$ cat src/rtl/sftg_pkg.sv
// Package for the stepped frequency toggle generator.
// Holds the request and result types, the controller state, command and status types and codes.
// No dependencies.
`timescale 1ns / 1ps

package sftg_pkg;

    localparam logic [1:0] OP_TICK    = 2'd0;
    localparam logic [1:0] OP_WRITE   = 2'd1;
    localparam logic [1:0] OP_RESTART = 2'd2;

    localparam logic REG_ENTRY_COUNT   = 1'b0;
    localparam logic REG_AVERAGE_DECAY = 1'b1;

    localparam logic [9:0]  DECAY_RESET = 10'd100;
    localparam logic [9:0]  US_PER_MS   = 10'd1000;
    localparam logic [28:0] HALF_NUM    = 29'd500000000;
    localparam logic [31:0] LATE_SAT    = 32'hFFFF_FFFF;

    typedef struct packed {
        logic [1:0]  op;
        logic [31:0] now_ms;
        logic [3:0]  write_index;
        logic [19:0] write_freq_mhz;
        logic [31:0] write_duration_ms;
    } item_t;

    typedef struct packed {
        logic        level;
        logic        toggled;
        logic        freq_changed;
        logic        active;
        logic [3:0]  current_index;
        logic [28:0] half_period_us;
        logic [31:0] lateness_us;
        logic [31:0] max_lateness_us;
        logic [31:0] average_lateness_us;
    } result_t;

    typedef enum logic [2:0] {
        ST_IDLE,
        ST_EVAL,
        ST_DECIDE,
        ST_DIV,
        ST_WAIT,
        ST_EMIT
    } state_t;

    typedef struct packed {
        logic load;
        logic eval;
        logic decide;
        logic start_div;
        logic finish;
        logic emit;
    } cmd_t;

    typedef struct packed {
        logic tick_go;
        logic due;
        logic div_busy;
        logic out_free;
    } status_t;

endpackage

$ cat src/rtl/stepped_frequency_toggle_generator.sv
// Top level of the stepped frequency toggle generator: APB registers, controller, datapath.
// Depends on sftg_pkg, sftg_ctrl, sftg_dp.
//
// Usage: requests arrive on item/item_valid/item_ready, one result per request leaves on
// result/result_valid/result_ready. A request is a tick, a table write or a restart.
// Registers entry_count (0x0) and average_decay (0x4) sit on the APB port and are to be
// written by the user only while the block is idle; the block itself does not enforce this.
// Flow: a write, restart, unused op or inactive tick goes from acceptance through EVAL
// to EMIT; an active tick that does not toggle also passes DECIDE. A toggling tick goes
// on through DIV and WAIT, waiting for the 50-bit average divider, which retires two
// quotient bits per cycle, and the half-period divider. One request is handled at a time;
// the next is taken the cycle after the result is loaded into the output register.
// Reset clears pointer, level, timestamps, half period and statistics; the
// entry tables hold nothing until written.
// A stalled receiver holds the result; the block takes one more request and then
// waits for the output register to drain.
`timescale 1ns / 1ps

module stepped_frequency_toggle_generator #(
    parameter int MAX_ENTRIES = 16,
    parameter int TIME_BITS   = 32
) (
    input  logic              clk,
    input  logic              rst_n,
    input  logic              psel,
    input  logic              penable,
    input  logic              pwrite,
    input  logic [2:0]        paddr,
    input  logic [31:0]       pwdata,
    output logic [31:0]       prdata,
    output logic              pready,
    input  logic              item_valid,
    output logic              item_ready,
    input  sftg_pkg::item_t   item,
    output logic              result_valid,
    input  logic              result_ready,
    output sftg_pkg::result_t result
);

    logic [4:0]        entry_count_reg;
    logic [9:0]        decay_reg;
    logic              wr_en;
    sftg_pkg::cmd_t    cmd;
    sftg_pkg::status_t status;

    assign pready = 1'b1;
    assign wr_en  = psel && penable && pwrite;

    always_ff @(posedge clk or negedge rst_n)
    begin
        if (!rst_n)
        begin
            entry_count_reg <= '0;
            decay_reg       <= sftg_pkg::DECAY_RESET;
        end
        else if (wr_en)
        begin
            case (paddr[2])
                sftg_pkg::REG_ENTRY_COUNT:   entry_count_reg <= pwdata[4:0];
                sftg_pkg::REG_AVERAGE_DECAY: decay_reg       <= pwdata[9:0];
                default:                     decay_reg       <= decay_reg;
            endcase
        end
    end

    always_comb
    begin
        case (paddr[2])
            sftg_pkg::REG_ENTRY_COUNT:   prdata = 32'(entry_count_reg);
            sftg_pkg::REG_AVERAGE_DECAY: prdata = 32'(decay_reg);
            default:                     prdata = '0;
        endcase
    end

    sftg_ctrl u_ctrl (
        .clk        (clk),
        .rst_n      (rst_n),
        .item_valid (item_valid),
        .item_ready (item_ready),
        .status     (status),
        .cmd        (cmd)
    );

    sftg_dp #(
        .MAX_ENTRIES (MAX_ENTRIES),
        .TIME_BITS   (TIME_BITS)
    ) u_dp (
        .clk           (clk),
        .rst_n         (rst_n),
        .item          (item),
        .entry_count   (entry_count_reg),
        .average_decay (decay_reg),
        .cmd           (cmd),
        .status        (status),
        .result_valid  (result_valid),
        .result_ready  (result_ready),
        .result        (result)
    );

endmodule

$ cat src/rtl/sftg_div.sv
// Iterative restoring divider, two quotient bits per cycle.
// Uses no package.
`timescale 1ns / 1ps

module sftg_div #(
    parameter int NW = 50,
    parameter int DW = 10
) (
    input  logic          clk,
    input  logic          rst_n,
    input  logic          start,
    input  logic [NW-1:0] dividend,
    input  logic [DW-1:0] divisor,
    output logic          busy,
    output logic [NW-1:0] quotient
);

    localparam int PW    = NW + (NW % 2);
    localparam int STEPS = PW / 2;
    localparam int CW    = $clog2(STEPS + 1);

    logic [PW-1:0] q_reg, q_next;
    logic [DW-1:0] rem_reg, rem_next;
    logic [DW-1:0] div_reg;
    logic [CW-1:0] cnt_reg;
    logic          busy_reg;

    always_comb
    begin
        logic [DW:0]   r;
        logic [PW-1:0] q;
        logic [DW-1:0] rm;
        logic          ge;
        q  = q_reg;
        rm = rem_reg;
        for (int s = 0; s < 2; s++)
        begin
            r  = {rm, q[PW-1]};
            ge = (r >= {1'b0, div_reg});
            if (ge)
            begin
                r = r - {1'b0, div_reg};
            end
            rm = r[DW-1:0];
            q  = {q[PW-2:0], ge};
        end
        q_next   = q;
        rem_next = rm;
    end

    always_ff @(posedge clk or negedge rst_n)
    begin
        if (!rst_n)
        begin
            busy_reg <= 1'b0;
            cnt_reg  <= '0;
        end
        else if (start)
        begin
            busy_reg <= 1'b1;
            cnt_reg  <= CW'(STEPS);
        end
        else if (busy_reg)
        begin
            cnt_reg <= cnt_reg - CW'(1);
            if (cnt_reg == CW'(1))
            begin
                busy_reg <= 1'b0;
            end
        end
    end

    always_ff @(posedge clk)
    begin
        if (start)
        begin
            q_reg   <= PW'(dividend);
            rem_reg <= '0;
            div_reg <= divisor;
        end
        else if (busy_reg)
        begin
            q_reg   <= q_next;
            rem_reg <= rem_next;
        end
    end

    assign busy     = busy_reg;
    assign quotient = q_reg[NW-1:0];

endmodule

$ cat src/rtl/sftg_ctrl.sv
// Controller state machine for the stepped frequency toggle generator.
// Depends on sftg_pkg.
`timescale 1ns / 1ps

module sftg_ctrl (
    input  logic             clk,
    input  logic             rst_n,
    input  logic             item_valid,
    output logic             item_ready,
    input  sftg_pkg::status_t status,
    output sftg_pkg::cmd_t   cmd
);

    sftg_pkg::state_t state_reg, state_next;

    always_ff @(posedge clk or negedge rst_n)
    begin
        if (!rst_n)
        begin
            state_reg <= sftg_pkg::ST_IDLE;
        end
        else
        begin
            state_reg <= state_next;
        end
    end

    always_comb
    begin
        state_next = state_reg;
        case (state_reg)
            sftg_pkg::ST_IDLE:
            begin
                if (item_valid)
                begin
                    state_next = sftg_pkg::ST_EVAL;
                end
            end
            sftg_pkg::ST_EVAL:
            begin
                state_next = status.tick_go ? sftg_pkg::ST_DECIDE : sftg_pkg::ST_EMIT;
            end
            sftg_pkg::ST_DECIDE:
            begin
                state_next = status.due ? sftg_pkg::ST_DIV : sftg_pkg::ST_EMIT;
            end
            sftg_pkg::ST_DIV:
            begin
                state_next = sftg_pkg::ST_WAIT;
            end
            sftg_pkg::ST_WAIT:
            begin
                if (!status.div_busy)
                begin
                    state_next = sftg_pkg::ST_EMIT;
                end
            end
            sftg_pkg::ST_EMIT:
            begin
                if (status.out_free)
                begin
                    state_next = sftg_pkg::ST_IDLE;
                end
            end
            default:
            begin
                state_next = sftg_pkg::ST_IDLE;
            end
        endcase
    end

    always_comb
    begin
        cmd        = '0;
        item_ready = 1'b0;
        case (state_reg)
            sftg_pkg::ST_IDLE:
            begin
                item_ready = 1'b1;
                cmd.load   = item_valid;
            end
            sftg_pkg::ST_EVAL:
            begin
                cmd.eval = 1'b1;
            end
            sftg_pkg::ST_DECIDE:
            begin
                cmd.decide = 1'b1;
            end
            sftg_pkg::ST_DIV:
            begin
                cmd.start_div = 1'b1;
            end
            sftg_pkg::ST_WAIT:
            begin
                cmd.finish = !status.div_busy;
            end
            sftg_pkg::ST_EMIT:
            begin
                cmd.emit = status.out_free;
            end
            default:
            begin
                cmd = '0;
            end
        endcase
    end

endmodule

$ cat src/rtl/sftg_dp.sv
// Datapath: entry tables, timing state, lateness statistics and the result register.
// Depends on sftg_pkg and sftg_div.
`timescale 1ns / 1ps

module sftg_dp #(
    parameter int MAX_ENTRIES = 16,
    parameter int TIME_BITS   = 32
) (
    input  logic              clk,
    input  logic              rst_n,
    input  sftg_pkg::item_t   item,
    input  logic [4:0]        entry_count,
    input  logic [9:0]        average_decay,
    input  sftg_pkg::cmd_t    cmd,
    output sftg_pkg::status_t status,
    output logic              result_valid,
    input  logic              result_ready,
    output sftg_pkg::result_t result
);

    localparam int IW = (MAX_ENTRIES > 1) ? $clog2(MAX_ENTRIES) : 1;
    localparam int TB = TIME_BITS;

    logic [19:0] freq_tab [MAX_ENTRIES];
    logic [31:0] dur_tab  [MAX_ENTRIES];

    sftg_pkg::item_t   req_reg;
    sftg_pkg::result_t out_reg;
    logic              out_valid_reg;

    logic [IW-1:0] ptr_reg;
    logic          level_reg;
    logic [TB-1:0] last_reg;
    logic [TB-1:0] start_reg;
    logic [28:0]   half_reg;
    logic [31:0]   max_reg;
    logic [39:0]   avg_reg;

    logic          toggled_reg;
    logic          changed_reg;
    logic [31:0]   late_reg;
    logic          big_reg;
    logic [41:0]   us_reg;
    logic          adv_reg;
    logic [49:0]   prod_reg;
    logic          fzero_reg;

    logic [63:0]   now_w;
    logic [TB-1:0] now_t;
    logic [TB-1:0] elapsed;
    logic [63:0]   elapsed_w;
    logic [TB-1:0] since_start;
    logic [63:0]   since_w;
    logic [31:0]   used;
    logic          active;
    logic [31:0]   widx_w;
    logic [9:0]    d_eff;
    logic          due;
    logic [41:0]   late_diff;
    logic [31:0]   late_val;
    logic [31:0]   ptr_w;
    logic [IW-1:0] ptr_inc;
    logic [49:0]   avg_dividend;
    logic [49:0]   avg_q;
    logic [28:0]   half_q;
    logic          avg_busy;
    logic          half_busy;

    assign now_w       = {32'd0, req_reg.now_ms};
    assign now_t       = now_w[TB-1:0];
    assign elapsed     = now_t - last_reg;
    assign elapsed_w   = 64'(elapsed);
    assign since_start = now_t - start_reg;
    assign since_w     = 64'(since_start);
    assign used        = (32'(entry_count) < 32'(MAX_ENTRIES)) ? 32'(entry_count)
                                                               : 32'(MAX_ENTRIES);
    assign ptr_w       = 32'(ptr_reg);
    assign active      = (used != 32'd0) && (ptr_w < used);
    assign widx_w      = 32'(req_reg.write_index);
    assign d_eff       = (average_decay == 10'd0) ? 10'd1 : average_decay;
    assign ptr_inc     = ((ptr_w + 32'd1) == used) ? '0 : IW'(ptr_w + 32'd1);

    assign due       = big_reg || (us_reg >= 42'(half_reg));
    assign late_diff = us_reg - 42'(half_reg);
    assign late_val  = big_reg ? sftg_pkg::LATE_SAT
                     : ((late_diff[41:32] != 10'd0) ? sftg_pkg::LATE_SAT : late_diff[31:0]);

    assign avg_dividend = prod_reg + 50'({late_reg, 8'd0});

    sftg_div #(.NW(50), .DW(10)) u_avg_div (
        .clk      (clk),
        .rst_n    (rst_n),
        .start    (cmd.start_div),
        .dividend (avg_dividend),
        .divisor  (d_eff),
        .busy     (avg_busy),
        .quotient (avg_q)
    );

    sftg_div #(.NW(29), .DW(20)) u_half_div (
        .clk      (clk),
        .rst_n    (rst_n),
        .start    (cmd.start_div),
        .dividend (sftg_pkg::HALF_NUM),
        .divisor  (freq_tab[ptr_reg]),
        .busy     (half_busy),
        .quotient (half_q)
    );

    assign status.tick_go  = (req_reg.op == sftg_pkg::OP_TICK) && active;
    assign status.due      = due;
    assign status.div_busy = avg_busy || half_busy;
    assign status.out_free = !out_valid_reg || result_ready;

    always_ff @(posedge clk)
    begin
        if (cmd.load)
        begin
            req_reg <= item;
        end
        if (cmd.eval && (req_reg.op == sftg_pkg::OP_WRITE)
            && (widx_w < 32'(MAX_ENTRIES)))
        begin
            freq_tab[widx_w[IW-1:0]] <= req_reg.write_freq_mhz;
            dur_tab[widx_w[IW-1:0]]  <= req_reg.write_duration_ms;
        end
        if (cmd.eval)
        begin
            big_reg  <= (elapsed_w[63:32] != 32'd0);
            us_reg   <= 42'(elapsed_w[31:0]) * 42'(sftg_pkg::US_PER_MS);
            adv_reg  <= (since_w >= 64'(dur_tab[ptr_reg]));
            prod_reg <= 50'(avg_reg) * 50'(d_eff - 10'd1);
        end
        if (cmd.start_div)
        begin
            fzero_reg <= (freq_tab[ptr_reg] == 20'd0);
        end
        if (cmd.emit)
        begin
            out_reg.level               <= level_reg;
            out_reg.toggled             <= toggled_reg;
            out_reg.freq_changed        <= changed_reg;
            out_reg.active              <= active;
            out_reg.current_index       <= 4'(ptr_w);
            out_reg.half_period_us      <= half_reg;
            out_reg.lateness_us         <= late_reg;
            out_reg.max_lateness_us     <= max_reg;
            out_reg.average_lateness_us <= avg_reg[39:8];
        end
    end

    always_ff @(posedge clk or negedge rst_n)
    begin
        if (!rst_n)
        begin
            out_valid_reg <= 1'b0;
            ptr_reg       <= '0;
            level_reg     <= 1'b0;
            last_reg      <= '0;
            start_reg     <= '0;
            half_reg      <= '0;
            max_reg       <= '0;
            avg_reg       <= '0;
            toggled_reg   <= 1'b0;
            changed_reg   <= 1'b0;
            late_reg      <= '0;
        end
        else
        begin
            if (cmd.emit)
            begin
                out_valid_reg <= 1'b1;
            end
            else if (result_ready)
            begin
                out_valid_reg <= 1'b0;
            end
            if (cmd.load)
            begin
                toggled_reg <= 1'b0;
                changed_reg <= 1'b0;
                late_reg    <= '0;
            end
            if (cmd.eval && (req_reg.op == sftg_pkg::OP_RESTART))
            begin
                ptr_reg  <= '0;
                half_reg <= '0;
            end
            if (cmd.decide && due)
            begin
                late_reg    <= late_val;
                toggled_reg <= 1'b1;
                level_reg   <= !level_reg;
                last_reg    <= now_t;
                if (late_val > max_reg)
                begin
                    max_reg <= late_val;
                end
                if (adv_reg)
                begin
                    ptr_reg     <= ptr_inc;
                    start_reg   <= now_t;
                    changed_reg <= 1'b1;
                end
            end
            if (cmd.finish)
            begin
                avg_reg  <= avg_q[39:0];
                half_reg <= fzero_reg ? sftg_pkg::HALF_NUM : half_q;
            end
        end
    end

    assign result_valid = out_valid_reg;
    assign result       = out_reg;

endmodule

$ cat config.mk
export PLATFORM = sky130hd
export DESIGN_NAME = stepped_frequency_toggle_generator
export DESIGN_NICKNAME = d
export VERILOG_FILES = /design/src/rtl/sftg_pkg.sv /design/src/rtl/stepped_frequency_toggle_generator.sv /design/src/rtl/sftg_div.sv /design/src/rtl/sftg_ctrl.sv /design/src/rtl/sftg_dp.sv
export SDC_FILE = /design/constraint.sdc
export NUM_CORES = 2
export LEC_CHECK = 0
export BUFFER_PORTS_ARGS = -buffer_cell sky130_fd_sc_hd__buf_2
export CAP_MARGIN = 5
export CORE_MARGIN = 4
export CORE_UTILIZATION = 35
export DETAILED_ROUTE_END_ITERATION = 16
export SLEW_MARGIN = 20
export SYNTH_ARGS = -nofsm -noshare
export SYNTH_HDL_FRONTEND = slang
export SYNTH_HIERARCHICAL = 1
export SYNTH_SLANG_ARGS = --single-unit
$ cat constraint.sdc
create_clock -name clk -period 9.7 [get_ports clk]
set_input_delay 0.485 -clock clk [delete_from_list [all_inputs] [get_ports clk]]
set_output_delay 0.485 -clock clk [all_outputs]
set_load 0.02 [all_outputs]
Yosys cells after proc, flatten, opt, wreduce, memory -nomap -nowiden
Memory sizes are Yosys's and may differ from the RTL's.
Index checks and enable logic that the tools add are counted.

storage, ports and cells
  flip-flop bits (word level) = 688
  memory bits (writable) = 832
  output and inout bits = 168
  logic and storage cells = 162
  memories kept = 2

memory list
  name           depth  width  read ports  clocked after Yosys merged registers in  write ports  line           source
  u_dp.dur_tab   16     32     1           0                                        1            sftg_dp.sv:25  logic [31:0] dur_tab [MAX_ENTRIES];
  u_dp.freq_tab  16     20     1           0                                        1            sftg_dp.sv:24  logic [19:0] freq_tab [MAX_ENTRIES];

operators by class
  add/sub/neg operators = 12
  multiply operators = 2
  $lt $le $gt $ge = 10
  equal/unequal tests = 13
  mux-type cells = 51
  bitwise logic cells = 1
  reduce and logical (&&, ||, !) cells = 29

operators with widths
  cell                                                                   count
  50-bit two-way mux                                                     2
  32-bit two-way mux                                                     3
  29-bit two-way mux                                                     3
  32-bit one-hot mux with 2 select lines                                 1
  32-bit subtractor                                                      2
  50-bit by 40-bit adder with 50-bit output                              1
  40-bit by 50-bit multiplier with 50-bit output                         1
  21-bit by 20-bit greater-or-equal comparator with 1-bit output         2
  42-bit by 29-bit greater-or-equal comparator with 1-bit output         1
  42-bit by 29-bit subtractor with 42-bit output                         1
  20-bit two-way mux                                                     2
  20-bit subtractor                                                      2
  32-bit by 7-bit multiplier with 39-bit output (second input constant)  1
  32-bit equality test                                                   1
  32-bit greater-or-equal comparator                                     1
  32-bit > comparator                                                    1
  4-bit by 32-bit less-than comparator with 1-bit output                 1
  32-bit nonzero test                                                    1
  10-bit two-way mux                                                     3
  4-bit two-way mux                                                      6
  11-bit by 10-bit greater-or-equal comparator with 1-bit output         2
  1-bit two-way mux                                                      22
  20-bit logical NOT                                                     1
  10-bit subtractor                                                      2
  29 further kinds                                                       55

Logic depth before layout (Yosys ltp)
  depth after elaboration = 7
  gate-level depth with buffers = 33

Modules after synthesis
Netlist, hierarchy kept.

modules (own cells, without submodules)
  module                              instances  cells an instance  area each (um2)
  sftg_dp                             1          5699               76871.2
  sftg_div (u_dp.u_half_div)          1          564                5564.1
  sftg_div (u_dp.u_avg_div)           1          338                4199.0
  stepped_frequency_toggle_generator  1          68                 842.1
  sftg_ctrl                           1          30                 244.0

Least setup slack after synthesis
Ideal clock, no wire load.

  path kind = register to register
  from = reg u_ctrl.state_reg[0]
  to = mem u_dp.dur_tab[0][0], enable pin
  setup time = 526 ps
  data arrival time = 9212 ps
  setup slack = -37 ps
  cell stages (with the launch flop) = 7
  buffers on the path = 1
  clock period less this slack = 9737 ps
  cell sequence = dfrtp_1 buf_6 and2b_2 nor2b_1 nand3b_1 or3_1 nor3_1

RTL lines
  what                    line             source
  start, declared         sftg_ctrl.sv:14  sftg_pkg::state_t state_reg, state_next;
  start signal, assigned  sftg_ctrl.sv:20  state_reg <= sftg_pkg::ST_IDLE;
  start signal, assigned  sftg_ctrl.sv:24  state_reg <= state_next;
  end, declared           sftg_dp.sv:25

Final worst setup path
  from = reg decay_reg[6]
  to = reg u_dp.prod_reg[40], data pin

on the way
  word-level cells in the longest chain between the ends = 4

RTL lines
  what                                              line                                      source
  start, declared                                   stepped_frequency_toggle_generator.sv:41  logic [9:0] decay_reg;
  start signal, assigned                            stepped_frequency_toggle_generator.sv:54  decay_reg <= sftg_pkg::DECAY_RESET;
  start signal, assigned                            stepped_frequency_toggle_generator.sv:60  sftg_pkg::REG_AVERAGE_DECAY: decay_reg <= pwdata[9:0];
  start signal, assigned                            stepped_frequency_toggle_generator.sv:61  default: decay_reg <= decay_reg;
  10-bit logical NOT                                sftg_dp.sv:80                             assign d_eff = (average_decay == 10'd0) ? 10'd1 : average_decay;
  10-bit two-way mux *                              sftg_dp.sv:80
  10-bit by 1-bit subtractor with 11-bit output *   sftg_dp.sv:132                            prod_reg <= 50'(avg_reg) * 50'(d_eff - 10'd1);
  40-bit by 50-bit multiplier with 50-bit output *  sftg_dp.sv:132
  end signal, assigned                              sftg_dp.sv:132
  end, declared                                     sftg_dp.sv:45                             logic [49:0] prod_reg;

Every way passes the cells marked *; elsewhere a longest branch is shown, timed or not.
A chain may end at the register's enable or synchronous reset.

==> results.ini <==
[status]
run_status = finished clean

[logic_synthesis]
synthCells = 6699
async_reset_ff_share_pct = 15.4
yosys_most_used_dff = sky130_fd_sc_hd__edfxtp_1
synthAdderAreaFrac_pct = 17.2
ys.warnings.count = 6
post_synth_main_area_contributors = sky130_fd_sc_hd__edfxtp_1 43%, sky130_fd_sc_hd__fa_1 11%, sky130_fd_sc_hd__mux4_2 6.7%
synth-edff-count = 1255
synth_simple_gate_area_share_pct = 7.30
synth_compound_gate_area_share_pct = 7.65
synth_top_cells_by_count = 1255 x sky130_fd_sc_hd__edfxtp_1, 875 x sky130_fd_sc_hd__inv_1, 467 x sky130_fd_sc_hd__fa_1
ys_seq_area_share_pct = 50.3
ys_ff_latch = 1520
synth_top_cell_area_share_pct = 43.0
postSynthAreaPerCell_um2 = 13.1
synth_top_family_by_area = adder cells
synth.most_common_cell = sky130_fd_sc_hd__edfxtp_1
ys_types = 98
synth.area.mux_share_pct = 9.45
synth_largest_area_cell = sky130_fd_sc_hd__edfxtp_1
post_synth_xor_area_fraction_pct = 2.62
synth.cell_area_um2 = 87700

[worst_setup_path]
critical_path.endpoint_type = register
setup.worst_path.start_class = register
critical_path.max_fanout = 40
worst_ep_arrival_time_ns = 9.59
worst_path_required_time_ns = 10.24
timing_worst_setup_path_type = reg2reg

[floorplan]
design.die.area_um2 = 259000
die_w_um = 509
fp.coreArea_um2 = 249000
placement_rows = 183
die_y_extent_um = 509
initial_cell_density_of_the_core_pct = 35.2
top_level_ports = 300

[cts]
cts.sink_count = 1520
max-clock-path-buffers = 3
clock_tree.htree_level_count = 4
tritoncts_clock_tree = built
numCtsBuffers = 162
clock_latency_ns = 0.83
clkTransAtPathRegs_ns = 0.06
clockRootBuffer = sky130_fd_sc_hd__clkbuf_16

[place]
gpl.final_weighted_congestion = 0.878
post-place-cells = 10099
postPlaceCellArea_um2 = 92800
detailedPlacementHpwl_mm = 150
placement.io_buffers = 252

[timing]
slew-limit-headroom_pct = 18.1
finalCritPeriodShare_pct = 93.2
finClkSkew_ns = 0.0527
pins_over_slew_limit = 0
finalSetupViolCount = 0
tightestPinTransition_ns = 1.22
final.hold.worst_slack_ns = 0.120
finalWorstPathRequiredPeriod_ns = 9.04
rsz0062_at_grt = no
finalHoldViolCount = 0
setup_tns_ns = 0
achievable-frequency_ghz = 0.111

[grt]
grt_pass1_vias = 54679
grt_usage_pct = 16.8
pin_count_of_the_biggest_net_entering_global_routing = 137
grt_first_pass_wirelength_mm = 334
gr-total-overflow = 0
initial_antenna_violation_count = 11

[routing]
remaining_drc_errors = 0
drt_pass1_iterations = 5
post_route_antenna_net_violation_count = 0
detail_route.wl_per_cell_um = 20.8
via_per_inst = 5.09
detailedRoute.firstIterationViolations = 4575
vias = 53401
totalWireLength_mm = 219

[finish]
drive_above_1_share_pct = 15.6
layout.cells.non_filler = 10501
final_net_count = 8093
layout.cell_area.non_filler_um2 = 99100
flow.area_growth_from_synthesis_pct = 13.0
largest_reg_flops = 512

[min_path]
timing.hold.worst.class = in2reg

[run]
maxCapViolCount = 0

## metal layers
layer,part of all wire (%),vias to the layer above,wire length [µm],global-route usage (%)
li1,-,24368,-,-
met1,45,27085,97700,23.6
met2,46,1696,102000,27.0
met3,7.0,252,15400,3.25
met4,1.8,0,3860,3.48
met5,0,-,0,0
## worst paths after layout
check / start / to / slack, ns / depth (start not counted)
setup / recovery: decay_reg[6] / u_dp/prod_reg[40] / 0.66 / 27
hold / removal: item_valid / u_ctrl/state_reg[0] / 0.12 / 3
setup reg to reg: decay_reg[6] / u_dp/prod_reg[40] / 0.66 / 27
hold reg to reg: u_dp/changed_reg / u_dp/result[130] / 0.45 / 0
max in group asynchronous: rst_n / u_dp/ptr_reg[0] / 7.97 / 3
min in group asynchronous: rst_n / decay_reg[9] / 0.31 / 2
## through the flow
stage                     util [%]  setup WS, ns
after floorplan                  -          1.68
after CTS                     39.8         0.427
after global routing          39.8         0.160
final                         39.8         0.657
after detailed placement      37.3         0.475
after global placement        37.2         0.699
## cells in the final DEF, fill, tap and decap left out, types with 30 or more instances in the layout
cell type and n:
sky130_fd_sc_hd__conb_1 52, sky130_fd_sc_hd__a31oi_1 85, sky130_fd_sc_hd__dfrtp_1 227, sky130_fd_sc_hd__and3_1 33, sky130_fd_sc_hd__nand2b_1 47, sky130_fd_sc_hd__nor2_1 245, sky130_fd_sc_hd__nor3_1 52, sky130_fd_sc_hd__inv_1 874
sky130_fd_sc_hd__nand3_1 62, sky130_fd_sc_hd__buf_4 72, sky130_fd_sc_hd__a21o_1 158, sky130_fd_sc_hd__nor2b_1 68, sky130_fd_sc_hd__clkbuf_16 164, sky130_fd_sc_hd__nand2_1 438, sky130_fd_sc_hd__a21oi_1 289, sky130_fd_sc_hd__dlygate4sd3_1 101
sky130_fd_sc_hd__clkbuf_1 41, sky130_fd_sc_hd__fa_1 467, sky130_fd_sc_hd__edfxtp_1 1255, sky130_fd_sc_hd__dfxtp_1 31, sky130_fd_sc_hd__nand4_1 37, sky130_fd_sc_hd__o21bai_1 35, sky130_fd_sc_hd__and2_1 182, sky130_fd_sc_hd__ha_1 460
sky130_fd_sc_hd__o21a_1 42, sky130_fd_sc_hd__mux2_2 191, sky130_fd_sc_hd__buf_2 251, sky130_fd_sc_hd__xnor2_1 165, sky130_fd_sc_hd__a211oi_1 30, sky130_fd_sc_hd__o21ai_0 165, sky130_fd_sc_hd__xor2_1 90, sky130_fd_sc_hd__mux4_2 260
## critical path, cell delays in order (launching register included)
cell                        delay, ns
sky130_fd_sc_hd__dfstp_2         0.64
sky130_fd_sc_hd__or4_1           0.17
sky130_fd_sc_hd__nor2_1          0.07
sky130_fd_sc_hd__a21oi_2         0.19
sky130_fd_sc_hd__ha_1            0.30
sky130_fd_sc_hd__nor3b_1         0.59
sky130_fd_sc_hd__nand2b_1        0.18
sky130_fd_sc_hd__or4_1           0.48
sky130_fd_sc_hd__xnor2_2         0.14
sky130_fd_sc_hd__buf_4           0.44
sky130_fd_sc_hd__and2_1          0.25
sky130_fd_sc_hd__fa_1            0.41
sky130_fd_sc_hd__fa_1            0.51
sky130_fd_sc_hd__fa_1            0.43
sky130_fd_sc_hd__fa_1            0.50
sky130_fd_sc_hd__inv_1           0.05
sky130_fd_sc_hd__fa_1            0.47
sky130_fd_sc_hd__inv_1           0.04
sky130_fd_sc_hd__ha_1            0.40
sky130_fd_sc_hd__nand4_1         0.25
sky130_fd_sc_hd__a2111oi_1       0.75
sky130_fd_sc_hd__o31ai_1         0.25
sky130_fd_sc_hd__o211a_1         0.32
sky130_fd_sc_hd__o31ai_1         0.29
sky130_fd_sc_hd__buf_4           0.21
sky130_fd_sc_hd__or2_2           0.13
sky130_fd_sc_hd__a31oi_1         0.09
sky130_fd_sc_hd__xnor2_1         0.14
## area by class of cell
cell class	count	area [µm²]
Clock inverter	87	918
Clock buffer	211	4340
Timing Repair Buffer	431	2950
Antenna cell	3	7.51
Fill cell	23375	150000
Inverter	875	3280
Tap cell	3330	4170
Sequential cell	1520	44200
Multi-Input combinational cell	4044	39300
## cells by family after synthesis
group / Yosys count
adders and majority gates: 927
other: 4
muxes: 478
DFF: 1520
and+or+nand+nor: 1303
xor gates and xnor gates: 262
buffers and inverters: 1183
AOI/OAI and AO/OA: 1022
## repair_timing
| action | CTS | global route |
|---|---|---|
| hold endpoints to repair | 200 | 0 |
| gates resized for setup | 0 | 1 |
| setup endpoints to repair | 0 | 5 |
| setup buffers | 0 | 0 |
| hold buffers | 101 | 0 |
Power is not shown: default switching activity piles up to over one toggle a cycle in this logic, so the estimate is an artifact.
